File: src/hw/rtl/ias_pkg.sv
// shared types and codes for the indexed array store
`default_nettype none

package ias_pkg;

    // operation codes carried by each input word
    typedef enum logic [2:0] {
        OP_PUSH   = 3'd0,
        OP_POP    = 3'd1,
        OP_GET    = 3'd2,
        OP_SET    = 3'd3,
        OP_INSERT = 3'd4
    } t_op;

    // result status codes
    typedef enum logic [1:0] {
        ST_OK     = 2'd0,
        ST_BOUNDS = 2'd1,
        ST_FULL   = 2'd2
    } t_status;

    // controller states
    typedef enum logic [2:0] {
        S_IDLE,
        S_EXEC,
        S_SHIFT,
        S_INS_WR,
        S_DONE
    } t_state;

    // memory read address select
    typedef enum logic [1:0] {
        RA_FILL_M1,
        RA_INDEX,
        RA_PTR_M2
    } t_rsel;

    // memory write address select
    typedef enum logic [1:0] {
        WA_FILL,
        WA_INDEX,
        WA_PTR
    } t_wsel;

    // commands from controller to datapath
    typedef struct packed {
        logic    capture;
        logic    mem_wr;
        t_wsel   wr_sel;
        logic    wr_from_mem;
        logic    mem_rd;
        t_rsel   rd_sel;
        logic    fill_inc;
        logic    fill_dec;
        logic    ptr_load;
        logic    ptr_dec;
        logic    set_res;
        t_status res_status;
        logic    res_take;
        logic    load_out;
    } t_cmd;

    // status from datapath to controller
    typedef struct packed {
        t_op  op;
        logic empty;
        logic full;
        logic idx_lt_fill;
        logic idx_eq_fill;
        logic ptr_m1_eq_idx;
        logic out_busy;
    } t_sts;

endpackage

`default_nettype wire

File: src/hw/rtl/ias_dpath.sv
// datapath of the indexed array store: item registers, element memory, count, result stage
`default_nettype none

module ias_dpath
    import ias_pkg::*;
#(
    parameter int DEPTH = 16
) (
    input  wire logic               i_clk,
    input  wire logic               i_rst_n,
    input  wire t_cmd               i_cmd,
    output t_sts                    o_sts,
    input  wire logic [2:0]         i_op,
    input  wire logic [4:0]         i_index,
    input  wire logic signed [31:0] i_value,
    input  wire logic               i_ready,
    output logic                    o_valid,
    output logic [1:0]              o_status,
    output logic signed [31:0]      o_read_value,
    output logic [4:0]              o_count
);

    localparam int AW = (DEPTH > 1) ? $clog2(DEPTH) : 1;
    localparam int FW = $clog2(DEPTH + 1);
    localparam int CW = (FW > 5) ? FW : 5;

    // captured input word
    t_op         r_op;
    logic [4:0]  r_index;
    logic [31:0] r_value;

    // element count and shift pointer
    logic [FW-1:0] r_fill, n_fill;
    logic [FW-1:0] r_ptr;

    // element memory
    logic [31:0] r_mem [DEPTH];
    logic [31:0] r_rdata;

    // pending result
    t_status r_status;
    logic    r_take;

    // output stage
    logic              r_out_valid;
    logic [1:0]        r_o_status;
    logic signed [31:0] r_o_read_value;
    logic [4:0]        r_o_count;

    logic [CW-1:0] fill_ext;
    logic [CW-1:0] idx_ext;
    logic [FW-1:0] fill_m1;
    logic [FW-1:0] ptr_m1;
    logic [FW-1:0] ptr_m2;
    logic [AW-1:0] rd_addr;
    logic [AW-1:0] wr_addr;
    logic [31:0]   wr_data;

    assign fill_ext = CW'(r_fill);
    assign idx_ext  = CW'(r_index);
    assign fill_m1  = r_fill - FW'(1);
    assign ptr_m1   = r_ptr - FW'(1);
    assign ptr_m2   = ptr_m1 - FW'(1);

    // status flags for the controller
    assign o_sts.op            = r_op;
    assign o_sts.empty         = (r_fill == '0);
    assign o_sts.full          = (r_fill == FW'(DEPTH));
    assign o_sts.idx_lt_fill   = (idx_ext < fill_ext);
    assign o_sts.idx_eq_fill   = (idx_ext == fill_ext);
    assign o_sts.ptr_m1_eq_idx = (CW'(ptr_m1) == idx_ext);
    assign o_sts.out_busy      = r_out_valid && !i_ready;

    // capture the input word
    always_ff @(posedge i_clk) begin
        if (i_cmd.capture) begin
            r_op    <= t_op'(i_op);
            r_index <= i_index;
            r_value <= i_value;
        end
    end

    // element count
    always_comb begin
        n_fill = r_fill;
        if (i_cmd.fill_inc) begin
            n_fill = r_fill + FW'(1);
        end else if (i_cmd.fill_dec) begin
            n_fill = fill_m1;
        end
    end

    always_ff @(posedge i_clk) begin
        if (!i_rst_n) begin
            r_fill <= '0;
        end else begin
            r_fill <= n_fill;
        end
    end

    // shift pointer walks down from the count toward the index
    always_ff @(posedge i_clk) begin
        if (i_cmd.ptr_load) begin
            r_ptr <= r_fill;
        end else if (i_cmd.ptr_dec) begin
            r_ptr <= ptr_m1;
        end
    end

    // address and data selection
    always_comb begin
        case (i_cmd.rd_sel)
            RA_FILL_M1: rd_addr = fill_m1[AW-1:0];
            RA_INDEX:   rd_addr = idx_ext[AW-1:0];
            RA_PTR_M2:  rd_addr = ptr_m2[AW-1:0];
            default:    rd_addr = fill_m1[AW-1:0];
        endcase
    end

    always_comb begin
        case (i_cmd.wr_sel)
            WA_FILL:  wr_addr = r_fill[AW-1:0];
            WA_INDEX: wr_addr = idx_ext[AW-1:0];
            WA_PTR:   wr_addr = r_ptr[AW-1:0];
            default:  wr_addr = r_fill[AW-1:0];
        endcase
    end

    assign wr_data = i_cmd.wr_from_mem ? r_rdata : r_value;

    // memory write port
    always_ff @(posedge i_clk) begin
        if (i_cmd.mem_wr) begin
            r_mem[wr_addr] <= wr_data;
        end
    end

    // memory read port, data held until the next read
    always_ff @(posedge i_clk) begin
        if (i_cmd.mem_rd) begin
            r_rdata <= r_mem[rd_addr];
        end
    end

    // pending result
    always_ff @(posedge i_clk) begin
        if (i_cmd.set_res) begin
            r_status <= i_cmd.res_status;
            r_take   <= i_cmd.res_take;
        end
    end

    // output stage
    always_ff @(posedge i_clk) begin
        if (!i_rst_n) begin
            r_out_valid <= 1'b0;
        end else if (i_cmd.load_out) begin
            r_out_valid <= 1'b1;
        end else if (i_ready) begin
            r_out_valid <= 1'b0;
        end
    end

    always_ff @(posedge i_clk) begin
        if (i_cmd.load_out) begin
            r_o_status     <= r_status;
            r_o_read_value <= r_take ? r_rdata : 32'sd0;
            r_o_count      <= fill_ext[4:0];
        end
    end

    assign o_valid      = r_out_valid;
    assign o_status     = r_o_status;
    assign o_read_value = r_o_read_value;
    assign o_count      = r_o_count;

    // count stays within capacity
    a_fill_bound: assert property (@(posedge i_clk) disable iff (!i_rst_n)
        r_fill <= FW'(DEPTH))
        else $error("element count above capacity");

    // shift writes stay between the index and the count
    a_shift_range: assert property (@(posedge i_clk) disable iff (!i_rst_n)
        (i_cmd.mem_wr && i_cmd.wr_sel == WA_PTR) |->
            (CW'(r_ptr) > idx_ext) && (r_ptr <= r_fill))
        else $error("shift write outside the moved range");

    // pop lowers the count by exactly one
    a_pop_count: assert property (@(posedge i_clk) disable iff (!i_rst_n)
        i_cmd.fill_dec |=> r_fill == $past(fill_m1))
        else $error("count not lowered by one");

    // a loaded result is presented on the next cycle
    a_load_valid: assert property (@(posedge i_clk) disable iff (!i_rst_n)
        i_cmd.load_out |=> r_out_valid)
        else $error("loaded result not presented");

endmodule

`default_nettype wire

File: src/hw/rtl/ias_ctrl.sv
// controller of the indexed array store: decodes the operation and sequences the insert shift
`default_nettype none

module ias_ctrl
    import ias_pkg::*;
(
    input  wire logic i_clk,
    input  wire logic i_rst_n,
    input  wire logic i_valid,
    output logic      o_ready,
    input  wire t_sts i_sts,
    output t_cmd      o_cmd
);

    t_state r_state, n_state;

    // state register
    always_ff @(posedge i_clk) begin
        if (!i_rst_n) begin
            r_state <= S_IDLE;
        end else begin
            r_state <= n_state;
        end
    end

    // next state
    always_comb begin
        n_state = r_state;
        unique case (r_state)
            S_IDLE: begin
                if (i_valid) begin
                    n_state = S_EXEC;
                end
            end
            S_EXEC: begin
                if (i_sts.op == OP_INSERT && i_sts.idx_lt_fill && !i_sts.full) begin
                    n_state = S_SHIFT;
                end else begin
                    n_state = S_DONE;
                end
            end
            S_SHIFT: begin
                if (i_sts.ptr_m1_eq_idx) begin
                    n_state = S_INS_WR;
                end
            end
            S_INS_WR: begin
                n_state = S_DONE;
            end
            S_DONE: begin
                if (!i_sts.out_busy) begin
                    n_state = S_IDLE;
                end
            end
            default: n_state = S_IDLE;
        endcase
    end

    // command outputs
    always_comb begin
        o_cmd            = '0;
        o_cmd.wr_sel     = WA_FILL;
        o_cmd.rd_sel     = RA_FILL_M1;
        o_cmd.res_status = ST_OK;
        o_ready          = 1'b0;
        unique case (r_state)
            S_IDLE: begin
                o_ready       = 1'b1;
                o_cmd.capture = i_valid;
            end
            S_EXEC: begin
                o_cmd.set_res = 1'b1;
                unique case (i_sts.op)
                    OP_PUSH: begin
                        if (i_sts.full) begin
                            o_cmd.res_status = ST_FULL;
                        end else begin
                            o_cmd.mem_wr   = 1'b1;
                            o_cmd.wr_sel   = WA_FILL;
                            o_cmd.fill_inc = 1'b1;
                        end
                    end
                    OP_POP: begin
                        if (i_sts.empty) begin
                            o_cmd.res_status = ST_BOUNDS;
                        end else begin
                            o_cmd.mem_rd   = 1'b1;
                            o_cmd.rd_sel   = RA_FILL_M1;
                            o_cmd.fill_dec = 1'b1;
                            o_cmd.res_take = 1'b1;
                        end
                    end
                    OP_GET: begin
                        if (i_sts.idx_lt_fill) begin
                            o_cmd.mem_rd   = 1'b1;
                            o_cmd.rd_sel   = RA_INDEX;
                            o_cmd.res_take = 1'b1;
                        end else begin
                            o_cmd.res_status = ST_BOUNDS;
                        end
                    end
                    OP_SET: begin
                        if (i_sts.idx_lt_fill) begin
                            o_cmd.mem_wr = 1'b1;
                            o_cmd.wr_sel = WA_INDEX;
                        end else begin
                            o_cmd.res_status = ST_BOUNDS;
                        end
                    end
                    OP_INSERT: begin
                        if (!i_sts.idx_lt_fill && !i_sts.idx_eq_fill) begin
                            o_cmd.res_status = ST_BOUNDS;
                        end else if (i_sts.full) begin
                            o_cmd.res_status = ST_FULL;
                        end else if (i_sts.idx_eq_fill) begin
                            // append at the end, nothing to move
                            o_cmd.mem_wr   = 1'b1;
                            o_cmd.wr_sel   = WA_INDEX;
                            o_cmd.fill_inc = 1'b1;
                        end else begin
                            // fetch the last element and start the shift
                            o_cmd.mem_rd   = 1'b1;
                            o_cmd.rd_sel   = RA_FILL_M1;
                            o_cmd.ptr_load = 1'b1;
                        end
                    end
                    default: o_cmd.res_status = ST_BOUNDS;
                endcase
            end
            S_SHIFT: begin
                // move one element up, prefetch the next one down
                o_cmd.mem_wr      = 1'b1;
                o_cmd.wr_sel      = WA_PTR;
                o_cmd.wr_from_mem = 1'b1;
                if (!i_sts.ptr_m1_eq_idx) begin
                    o_cmd.mem_rd  = 1'b1;
                    o_cmd.rd_sel  = RA_PTR_M2;
                    o_cmd.ptr_dec = 1'b1;
                end
            end
            S_INS_WR: begin
                o_cmd.mem_wr   = 1'b1;
                o_cmd.wr_sel   = WA_INDEX;
                o_cmd.fill_inc = 1'b1;
            end
            S_DONE: begin
                o_cmd.load_out = !i_sts.out_busy;
            end
            default: o_cmd = '0;
        endcase
    end

    // a new word is taken only once the previous result has been loaded into the output register
    a_one_item: assert property (@(posedge i_clk) disable iff (!i_rst_n)
        o_cmd.capture |=> !o_ready)
        else $error("second word taken while one is in flight");

    // the count never moves both ways at once
    a_fill_dir: assert property (@(posedge i_clk) disable iff (!i_rst_n)
        !(o_cmd.fill_inc && o_cmd.fill_dec))
        else $error("count raised and lowered together");

    // a shift always finishes with the new word written at the index
    a_shift_end: assert property (@(posedge i_clk) disable iff (!i_rst_n)
        (r_state == S_SHIFT && i_sts.ptr_m1_eq_idx) |=> r_state == S_INS_WR)
        else $error("shift did not end in the insert write");

endmodule

`default_nettype wire

File: src/hw/rtl/indexed_array_store.sv
// top level of the indexed array store: controller plus datapath
// Usage:
//   Input channel i_valid / o_ready carries one word: i_op, i_index, i_value.
//   Output channel o_valid / i_ready returns one word per input word:
//   o_status, o_read_value, o_count (elements held after the operation).
//   A word moves on a rising edge where valid and ready are both high.
// Sequence:
//   Push, pop, get, set, appends at the end and failed operations pass through
//   execute and done, the result loaded from done. Any other insert runs
//   execute, shift and insert write before done, with one write port: the
//   shift moves one element per cycle from the top down, then writes the new
//   word. The longest shift is at index 0 with DEPTH - 1 elements held.
//   A new word is taken only once the block is back in idle.
// Stall:
//   One word is in progress at a time; o_ready is high only when idle. The
//   result sits in an output register; while the receiver holds i_ready
//   low the block finishes the next word's work and waits to load it.
// Reset:
//   i_rst_n low clears the count and the output valid; element contents are
//   not cleared and are only ever read after being written.
`default_nettype none

module indexed_array_store
    import ias_pkg::*;
#(
    parameter int DEPTH = 16
) (
    input  wire logic               i_clk,
    input  wire logic               i_rst_n,
    input  wire logic               i_valid,
    output logic                    o_ready,
    input  wire logic [2:0]         i_op,
    input  wire logic [4:0]         i_index,
    input  wire logic signed [31:0] i_value,
    output logic                    o_valid,
    input  wire logic               i_ready,
    output logic [1:0]              o_status,
    output logic signed [31:0]      o_read_value,
    output logic [4:0]              o_count
);

    t_cmd cmd;
    t_sts sts;

    // sequencing
    ias_ctrl u_ctrl (
        .i_clk   (i_clk),
        .i_rst_n (i_rst_n),
        .i_valid (i_valid),
        .o_ready (o_ready),
        .i_sts   (sts),
        .o_cmd   (cmd)
    );

    // storage and result stage
    ias_dpath #(
        .DEPTH (DEPTH)
    ) u_dpath (
        .i_clk        (i_clk),
        .i_rst_n      (i_rst_n),
        .i_cmd        (cmd),
        .o_sts        (sts),
        .i_op         (i_op),
        .i_index      (i_index),
        .i_value      (i_value),
        .i_ready      (i_ready),
        .o_valid      (o_valid),
        .o_status     (o_status),
        .o_read_value (o_read_value),
        .o_count      (o_count)
    );

endmodule

`default_nettype wire

File: config.mk
export PLATFORM = sky130hd
export DESIGN_NAME = indexed_array_store
export DESIGN_NICKNAME = d
export VERILOG_FILES = /design/src/hw/rtl/ias_pkg.sv /design/src/hw/rtl/ias_dpath.sv /design/src/hw/rtl/ias_ctrl.sv /design/src/hw/rtl/indexed_array_store.sv
export SDC_FILE = /design/constraint.sdc
export NUM_CORES = 1
export LEC_CHECK = 0
export ABC_AREA = 1
export BUFFER_PORTS_ARGS = -buffer_cell sky130_fd_sc_hd__buf_4
export CAP_MARGIN = 5
export CORE_ASPECT_RATIO = 1.1
export CORE_MARGIN = 5
export CORE_UTILIZATION = 60
export CTS_CLUSTER_SIZE = 10
export DETAILED_ROUTE_END_ITERATION = 12
export GPL_ROUTABILITY_DRIVEN = 0
export HOLD_SLACK_MARGIN = 0.1
export PLACE_DENSITY = 0.77
export RECOVER_POWER = 50
export REMOVE_ABC_BUFFERS = 1
export SLEW_MARGIN = 15
export SYNTH_ARGS = -nofsm -noshare
export SYNTH_HDL_FRONTEND = slang
export SYNTH_SLANG_ARGS = --single-unit
File: constraint.sdc
create_clock -name i_clk -period 9.4 [get_ports i_clk]
set_input_delay 1.41 -clock i_clk [delete_from_list [all_inputs] [get_ports i_clk]]
set_output_delay 1.41 -clock i_clk [all_outputs]
set_load 0.01 [all_outputs]
==> metrics list, run 1 <==
- Nets@finish: 2675
* Die Outline Area: 0.0493 mm^2
* Buffers inserted by post-CTS timing repair: 0
- Total clock buffers created by CTS: 74
* Cell-by-cell trace of the critical path: inv_1 -> ha_1 -> nand2_1 -> inv_1 -> o21bai_1 -> nand3_1 -> inv_1 -> nand2_1 -> nor3_1 -> ha_1 -> inv_2 -> nand3_1 -> nand2_8 -> inv_6 -> buf_4 -> nand2_1 -> nand2_1 -> nand2_1 -> nand2_1 -> nand2_1 -> nand2_1 -> nand2_1 -> nand2_1
- Along the worst path, the maximum fanout reaches 119.
- Final cycle utilization of the critical path: 0.607
- Sequential cell area fraction in the yosys report: 0.710
- The hold violation count in the final report is 0.
* Total routed wirelength: 65600 um
* Post-synthesis instance area: 0.0270 mm^2
- In this run the standard cell core region covers 0.0445 mm^2.
- Setup repair after global routing left no endpoint under its margin.
* Fillers: 3126
* Number of input and output port buffers inserted: 84
- met2 is the most crowded layer.
* Failing checks: DRC, capacitance limit, slew limit
* Number of warnings printed during yosys synthesis: 0
* Initial DRC Count: 2441
* Placed Instances: 3122
- Critical Path Slowest Stage Cell: sky130_fd_sc_hd__buf_4
* Relative slew slack: -1.08
- Final worst-path setup slack: 3690 ps
- Drt drc: 1
- The worst setup path is of the register to register kind.
- Entering global routing, the biggest net connects 120 pins.
- The flow ran to the end, but the final reports show violations.
- In this run the power density over the cells is 208 mW/mm^2.
* Clk pwr share: 0.397
* Final total negative setup slack: 0 ps
- Cell internal power was estimated by the tool at 0.00478 W.
- The detail route stage leaves a number of antenna-violating nets equal to 0.
- Maximum level of the CTS H-tree: 3
* Worst-skew pair later-pin latency: 610 ps
- Non-filler instance count after layout: 3217
- Cell seen most often among critical-path stages: sky130_fd_sc_hd__nand2_1
- TritonCTS built the clock tree.
- The synthesized netlist contains 32 unique library cells.
- Met2 Use GR: 0.427
- In this run the worst hold path is classified as register to register.
- In the final layout, the share of cells above drive strength 1 is 0.0702.
- Static timing analysis puts the maximum clock frequency at 175 MHz.
- Arrival time of data at the critical path endpoint: 6190 ps
- The share of total power dissipated in combinational logic is 0.085.
* Std-Cell Rows: 81
- Setup violations remaining at the end of the flow were counted as 0.
- Measured along the y axis, the die boundary spans 232 um.
- Die extent in x: 212 um
* Via density per instance: 5.74
- R2R Setup Slk: 3690 ps
- Vias in the first global route: 18069
- Gr usage total: 0.267
* Number of I/O pins: 85
- Max capacitance violation total: 4
- Gates resized, CTS repair: 0
* Finished Core Util: 0.673
- At the pin with the least slew margin, the transition time is 3120 ps.
- The first global-routing pass estimated 100000 um of wire.
- Dividing the detail-routed wire length by the instance count gives 20.4 um.
* Register bit count reported by yosys: 640
- Relative to the synthesized area, the layout overhead comes to 11.1%.
- Sum of net half-perimeters after detailed placement: 32800 um
* Final clock skew: 23.8 ps
- Summed over all cells, the static leakage comes to 12.1 nW.
- Clock Tree Buf Depth: 3
- For met3 alone, demand over resource in global routing was 0.0499.
- Data required time of the critical path: 9880 ps
- Dpl ws: 3870 ps
- The repair_antennas step left the layout with diodes totalling 0.
- The largest single stage delay on the critical path is 950 ps.
* Fraction of power spent switching nets: 0.234
- Gate count after technology mapping: 2539
- After clock tree synthesis, the clock-pin slew on the worst setup and hold paths is 60 ps.
- Post-route worst hold slack: 419 ps
- Post-CTS Hold Buffers: 0
- IR analysis of the VDD net gives a maximum drop of 0.140 mV.
- Startpoint class of the critical path: register
- Clock period minus worst slack: 5710 ps
- Psw: 0.00146 W
- Initial Util: 0.606
* Sum of overflow across all layers after global routing: 0
* Sequential share of power: 0.518
* Fin. max-slew vios: 147
- Sink Count: 640
- The initial antenna violation count came to 0.
- The worst setup path is captured at a register.
- Syn avg cell area: 10.6 um^2
* First-pass iteration count of the detailed router: 10
* Root buffer selected by CTS: sky130_fd_sc_hd__clkbuf_16
- The routed layout has 18457 vias.
- For this run, global-route usage on met1 was measured as 0.364.
Yosys cell counts, drive strengths merged:
master	instances	area, um^2
nand3	122	621
nor3	6	30.0
buf	105	628
o21a	2	15.0
xnor2	1	8.76
nand4	6	37.5
dfxtp	9	180
o21ai	20	108
ha	14	175
nor4	2	12.5
o22ai	3	18.8
nand2	1448	5440
o21bai	1	7.51
o221ai	1	8.76
a21boi	1	11.3
inv	89	334
xor2	4	42.6
or2	1	6.26
nor2	35	134
edfxtp	631	18900
clkbuf	10	37.5
a21oi	28	151
layout by cell type (no fill, tap or decap), drive strengths merged:
master	n
nand2	1448
edfxtp	631
clkbuf	174
nand3	122
inv	92
nor2	35
buf	30
a21oi	28
o21ai	20
ha	14
dfxtp	9
nor3	6
nand4	6
clkinv	5
xor2	4
o22ai	3
o21a	2
nor4	2
or2	1
a21boi	1
o221ai	1
xnor2	1
o21bai	1
layout make-up:
class	count	area, um^2	share of cell area
sequential	640	19100	0.638
multi-input combinational	1695	7060	0.236
clock buffer	87	1920	0.0641
tap	581	727	0.0243
timing repair buffer	117	706	0.0236
inverter	89	344	0.0115
clock inverter	8	75.1	0.00251
logic make-up after synthesis:
family | count (synthesis) | share of synthesized area
AND/OR/NAND/NOR | 1620 | 0.233
flip-flops | 640 | 0.710
buffers and inverters | 204 | 0.0371
AO/OA/AOI/OAI | 56 | 0.0119
adder cells (fa/ha/maj) | 14 | 0.00650
XOR/XNOR | 5 | 0.00190
flip-flops by register name, summed over array words and instances, names as in the netlist:
signal and count:
u_dpath.o_read_value 32, u_dpath.fill_ext 5, u_dpath.o_count 5, u_dpath.r_take 1
u_dpath.r_value 32, u_ctrl.r_state 3, u_dpath.r_mem 512, u_dpath.r_ptr 5
u_dpath.r_op 3, u_dpath.idx_ext 5, u_dpath.o_status 2, u_dpath.o_valid 1
u_dpath.r_status 2, u_dpath.r_rdata 32
metal layers:
layer  wire length, um  vias up
met5                 0        -
met4              2500        0
met3              7240      184
met2             30800     1124
met1             25000     8678
li1                  -     8471
critical path: cells and delay by family, from the launching register on:
kind | cells | cell delay (ps)
AOI/OAI and AO/OA | 1 | 150
adders and majority gates | 2 | 610
buffers and inverters | 6 | 2220
DFF | 1 | 520
and+or+nand+nor | 14 | 1950
worst paths after layout:
path | depth (start not counted) | from | endpoint
max | 23 | u_dpath.fill_ext[2] | u_dpath.r_rdata[20]
min | 0 | u_dpath.r_status[0] | u_dpath.o_status[0]
max reg2reg | 23 | u_dpath.fill_ext[2] | u_dpath.r_rdata[20]
min reg2reg | 0 | u_dpath.r_status[0] | u_dpath.o_status[0]
power by group through the flow:
stage | combinational, W | clock [W] | sequential [W]
after floorplan | 0.000344 | 0 | 0.00329
after global placement | 0.000511 | 0 | 0.00329
after detailed placement | 0.000530 | 0 | 0.00329
after CTS | 0.000533 | 0.00250 | 0.00323
after global routing | 0.000588 | 0.00263 | 0.00324
final | 0.000532 | 0.00248 | 0.00324
per-stage QoR:
step | power [W] | area (um^2)
floorplan | 0.00364 | 26300
finish | 0.00625 | 30000
global placement | 0.00380 | 28100
CTS | 0.00627 | 30100
detailed placement | 0.00382 | 28100
global route | 0.00646 | 30000
Note: power is estimated with default switching activity, not from simulation.
==> inputs of run 2 (changes only) <==
Settings changed: ABC_AREA 1 to 0, CORE_UTILIZATION 60 to 56, PLACE_DENSITY 0.77 to 0.76.
Clock period 9.4 ns to 4.6 ns, I/O delays scaled along.
==> metrics list, run 2 <==
- The run finished, with violations left.
- Failing checks: capacitance limit, slew limit
- The number of clock sinks seen by CTS is 640 (unchanged).
* Setup violators final: 0 (unchanged)
* Detailed-route via count: 15397 (-17%)
* Average routed wire per standard cell: 25.0 um (+23%)
- The count of synthesis-stage warnings from yosys came to 0 (unchanged).
- The count of state elements after synthesis is 640 (unchanged).
- The final worst clock skew came to 17.0 ps (-6.72 ps).
- Gate count after technology mapping: 1728 (-32%)
- PD cells: 427 mW/mm^2 (+100%)
- Std-Cell Rows: 81 (unchanged)
- R2R Setup Slk: 320 ps (-3370 ps)
- Launch point of the worst reg-to-reg path: u_dpath.fill_ext[1]
- TritonCTS built the clock tree.
* Post-synth top flop: sky130_fd_sc_hd__edfxtp_1
- Sequential share of power: 0.529 (+0.011)
- Register with the most flip-flops: u_dpath.r_mem
- The diode insertion count for antenna repair came to 0 (unchanged).
- The number of instances on the worst hold path came to 1 (+1).
* Internal power consumption: 0.00985 W (+110%)
* Cell type contributing the most total cell area after synthesis: sky130_fd_sc_hd__edfxtp_1
- Die extent in x: 212 um (+0.15%)
- Share of the synthesized area in the top cell type: 0.751 (+0.0478)
- Delay of the slowest critical-path stage: 540 ps (-410 ps)
- Cell seen most often among critical-path stages: sky130_fd_sc_hd__o21a_1
* Combinational cell fraction of total power: 0.042 (-0.043)
* Critical path class: register to register
- The sequential-to-total area share from yosys stat was 0.758 (+0.0482).
* Crit path max fanout: 35 (-71%)
* Startpoint class of the critical path: register
- Synth-to-Final Area Change: 15.0%
- Largest net degree at the start of global routing: 61 (-49%)
- The post-synthesis cell type count came to 50 (+56%).
- Number of synthesized flops with an enable pin: 631 (unchanged)
- The global router's overall resource usage is 0.249 (-0.0181).
- The sequential cell area was 0.0191 mm^2 (unchanged).
- The worst supply voltage drop on vdd was 0.335 mV (+140%).
* Worst-skew pair later-pin latency: 610 ps (about the same)
- Critical Path Slowest Stage Cell: sky130_fd_sc_hd__mux4_2
- CORE AREA: 0.0445 mm^2 (unchanged)
- The number of iterations in the first detailed-routing pass came to 6 (-4).
- Clock Tree Buf Depth: 3 (unchanged)
- The tree is rooted in a sky130_fd_sc_hd__clkbuf_16.
* Clock transition at the register clock pins on the worst setup and hold paths after CTS: 50 ps (about the same)
- The number of primary I/O pins was 85 (unchanged).
* Maximum level of the CTS H-tree: 3 (unchanged)
- The cts-stage hold buffer count was 0 (unchanged).
* Setup repair after global routing missed its margin: no
* Psw: 0.00253 W (+73%)
- Synth top cells by count: sky130_fd_sc_hd__edfxtp_1, sky130_fd_sc_hd__nand2_1, sky130_fd_sc_hd__nand3_1
- Fillers: 2901 (-7.2%)
- The endpoint arrival time on the critical path came to 4610 ps (-1580 ps).
* Crit. End Element: register
- Total routed wirelength: 61500 um (-6.2%)
* Data required time of the critical path: 4930 ps (-4950 ps)
- Synth top area cells: sky130_fd_sc_hd__edfxtp_1, sky130_fd_sc_hd__nand2_1, sky130_fd_sc_hd__mux4_2, sky130_fd_sc_hd__nand3_1, sky130_fd_sc_hd__mux2i_1
* Dpl ws: 306 ps (-3570 ps)
* Syn avg cell area: 14.6 um^2 (+38%)
- Sum of net half-perimeters after detailed placement: 32600 um (-0.66%)
- Chip height: 233 um (+0.15%)
- The upper clock frequency limit is 233 MHz (+33%).
* Most instantiated library cell after synthesis: sky130_fd_sc_hd__edfxtp_1
- Depth of the most critical reg-to-reg path: 16 (-30%)
- Fin. max-slew vios: 63 (-57%)
- Drt drc: 0 (-1)
- The fraction of power spent switching nets came to 0.204 (-0.0298).
- The total CTS buffers is 75 (+1.4%).
- The critical path goes through inv_1 -> ha_1 -> nor2b_1 -> o21a_1 -> o21a_1 -> o21a_1 -> nor2_2 -> nand3_1 -> inv_1 -> ha_1 -> a221oi_1 -> a21o_4 -> buf_12 -> mux4_2 -> nand2_1 -> nand4b_1.
- The via count of the first global-routing pass is 15175 (-16%).
- The library cell used most frequently in the layout, excluding fill and tap cells, is sky130_fd_sc_hd__edfxtp_1.
- The final period demand of the worst path was 4280 ps (-1430 ps).
* Initial Util: 0.567 (-0.0386)
* Final worst-path setup slack: 317 ps (-3370 ps)
* Worst min path class: primary input to register
- Buffers inserted by post-CTS timing repair: 0 (unchanged)
* Final cycle utilization of the critical path: 0.931 (+0.324)
* Worst Hold Launch: i_value[21]
* Area taken by multi-input logic gates: 0.00585 mm^2 (-17%)
* Initial antenna violation count: 1 (+1)
* Commonest cells after routing, fill and taps aside: sky130_fd_sc_hd__edfxtp_1, sky130_fd_sc_hd__nand2_1, sky130_fd_sc_hd__nand3_1
- Die Outline Area: 0.0494 mm^2 (+0.31%)
* Relative slew slack: -1.13 (-0.0553)
- Number of input and output port buffers inserted: 84 (unchanged)
* Critical path launch point: u_dpath.fill_ext[1]
- Async SR Flop Fraction: 0 (unchanged)
* Share of final-layout standard cells stronger than drive strength 1: 0.133 (+0.0627)
- The number of nets at the end of the flow is 1919 (-28%).
- The max capacitance violation total was 2 (-2).
- Post-route worst hold slack: 285 ps (-134 ps)
* Sum of overflow across all layers after global routing: 0 (unchanged)
- The relative contribution of the clock network to total power came to 0.429 (+0.032).
- Flip-flop count of the largest register after layout: 512 (unchanged)
- Number of endpoints with negative hold slack in the final report: 0 (unchanged)
- The final antenna-violating net count was 0 (unchanged).
- The static leakage power came to 10.0 nW (-17%).
- The first-pass GRT wire length came to 91800 um (-8.6%).
* Initial DRC Count: 2218 (-9.1%)
- The post-detailed-route via-to-cell ratio came to 6.25 (+9.0%).
- Post-synthesis instance area: 0.0252 mm^2 (-6.4%)
* Pin slew with the least headroom to its limit: 3200 ps (+83.0 ps)
==> run 2: critical path, delay by kind of cell, from the launching register on <==
| kind | cells | cell delay, ps |
|---|---|---|
| mux | 1 | 540 |
| compound gates | 5 | 1170 |
| flops | 1 | 430 |
| buf+inv | 3 | 520 |
| fa+ha+maj | 2 | 560 |
| simple gates | 5 | 740 |
==> run 2: timing repair <==
item	in CTS	in global routing
endpoints found under the setup margin	0	3
resized for setup	0	2
hold endpoints to repair	0	0
==> run 2: cells by family (layout without fill, tap and decap cells) <==
logic type,count (synthesis),count (layout),synth area share
adders and majority gates,14,14,0.00694
AOI/OAI and AO/OA,141,141,0.0384
buffers and inverters,105,258,0.0175
DFF,640,640,0.758
muxes,71,71,0.0441
and+or+nand+nor,742,742,0.130
xor gates and xnor gates,15,15,0.00521
==> run 2: layout make-up <==
class	count	area share
Timing Repair Buffer	147	0.0391
Multi-Input combinational cell	983	0.201
Inverter	14	0.00181
Clock buffer	88	0.0682
Tap cell	581	0.0251
Sequential cell	640	0.659
Clock inverter	9	0.00530
==> run 2: routing by layer <==
| layer | wire length [um] | track usage | vias to the layer above |
|---|---|---|---|
| met3 | 6690 | 0.0458 | 169 |
| li1 | - | - | 6657 |
| met2 | 29400 | 0.391 | 951 |
| met4 | 2130 | 0.0986 | 0 |
| met5 | 0 | 0 | - |
| met1 | 23200 | 0.351 | 7620 |
==> run 2: power groups by stage <==
| stage | Combinational [W] | Sequential [W] | Clock [W] |
|---|---|---|---|
| detailed placement | 0.000531 | 0.00666 | 0 |
| CTS | 0.000534 | 0.00654 | 0.00536 |
| global placement | 0.000513 | 0.00666 | 0 |
| floorplan | 0.000329 | 0.00665 | 0 |
| global route | 0.000569 | 0.00654 | 0.00564 |
| finish | 0.000523 | 0.00654 | 0.00531 |
==> run 2: worst paths after layout <==
path,endpoint
max,u_dpath.r_rdata[25]
min,u_dpath.r_value[21]
max reg2reg,u_dpath.r_rdata[25]
min reg2reg,u_dpath.o_status[0]
==> run 2: metrics by stage <==
stage / cell area, um^2 / cells / TNS [ps] / utilization / power (W)
6_report: 29000 / 2462 / 0 / 0.652 / 0.0124
5_1_grt: 29000 / 2462 / 0 / 0.652 / 0.0127
4_1_cts: 29200 / 2462 / 0 / 0.656 / 0.0124
3_5_place_dp: 27100 / 2365 / 0 / 0.608 / 0.00719
3_3_place_gp: 27100 / 2365 / 0 / 0.608 / 0.00717
2_1_floorplan: 24900 / 1637 / -157660 / - / 0.00698
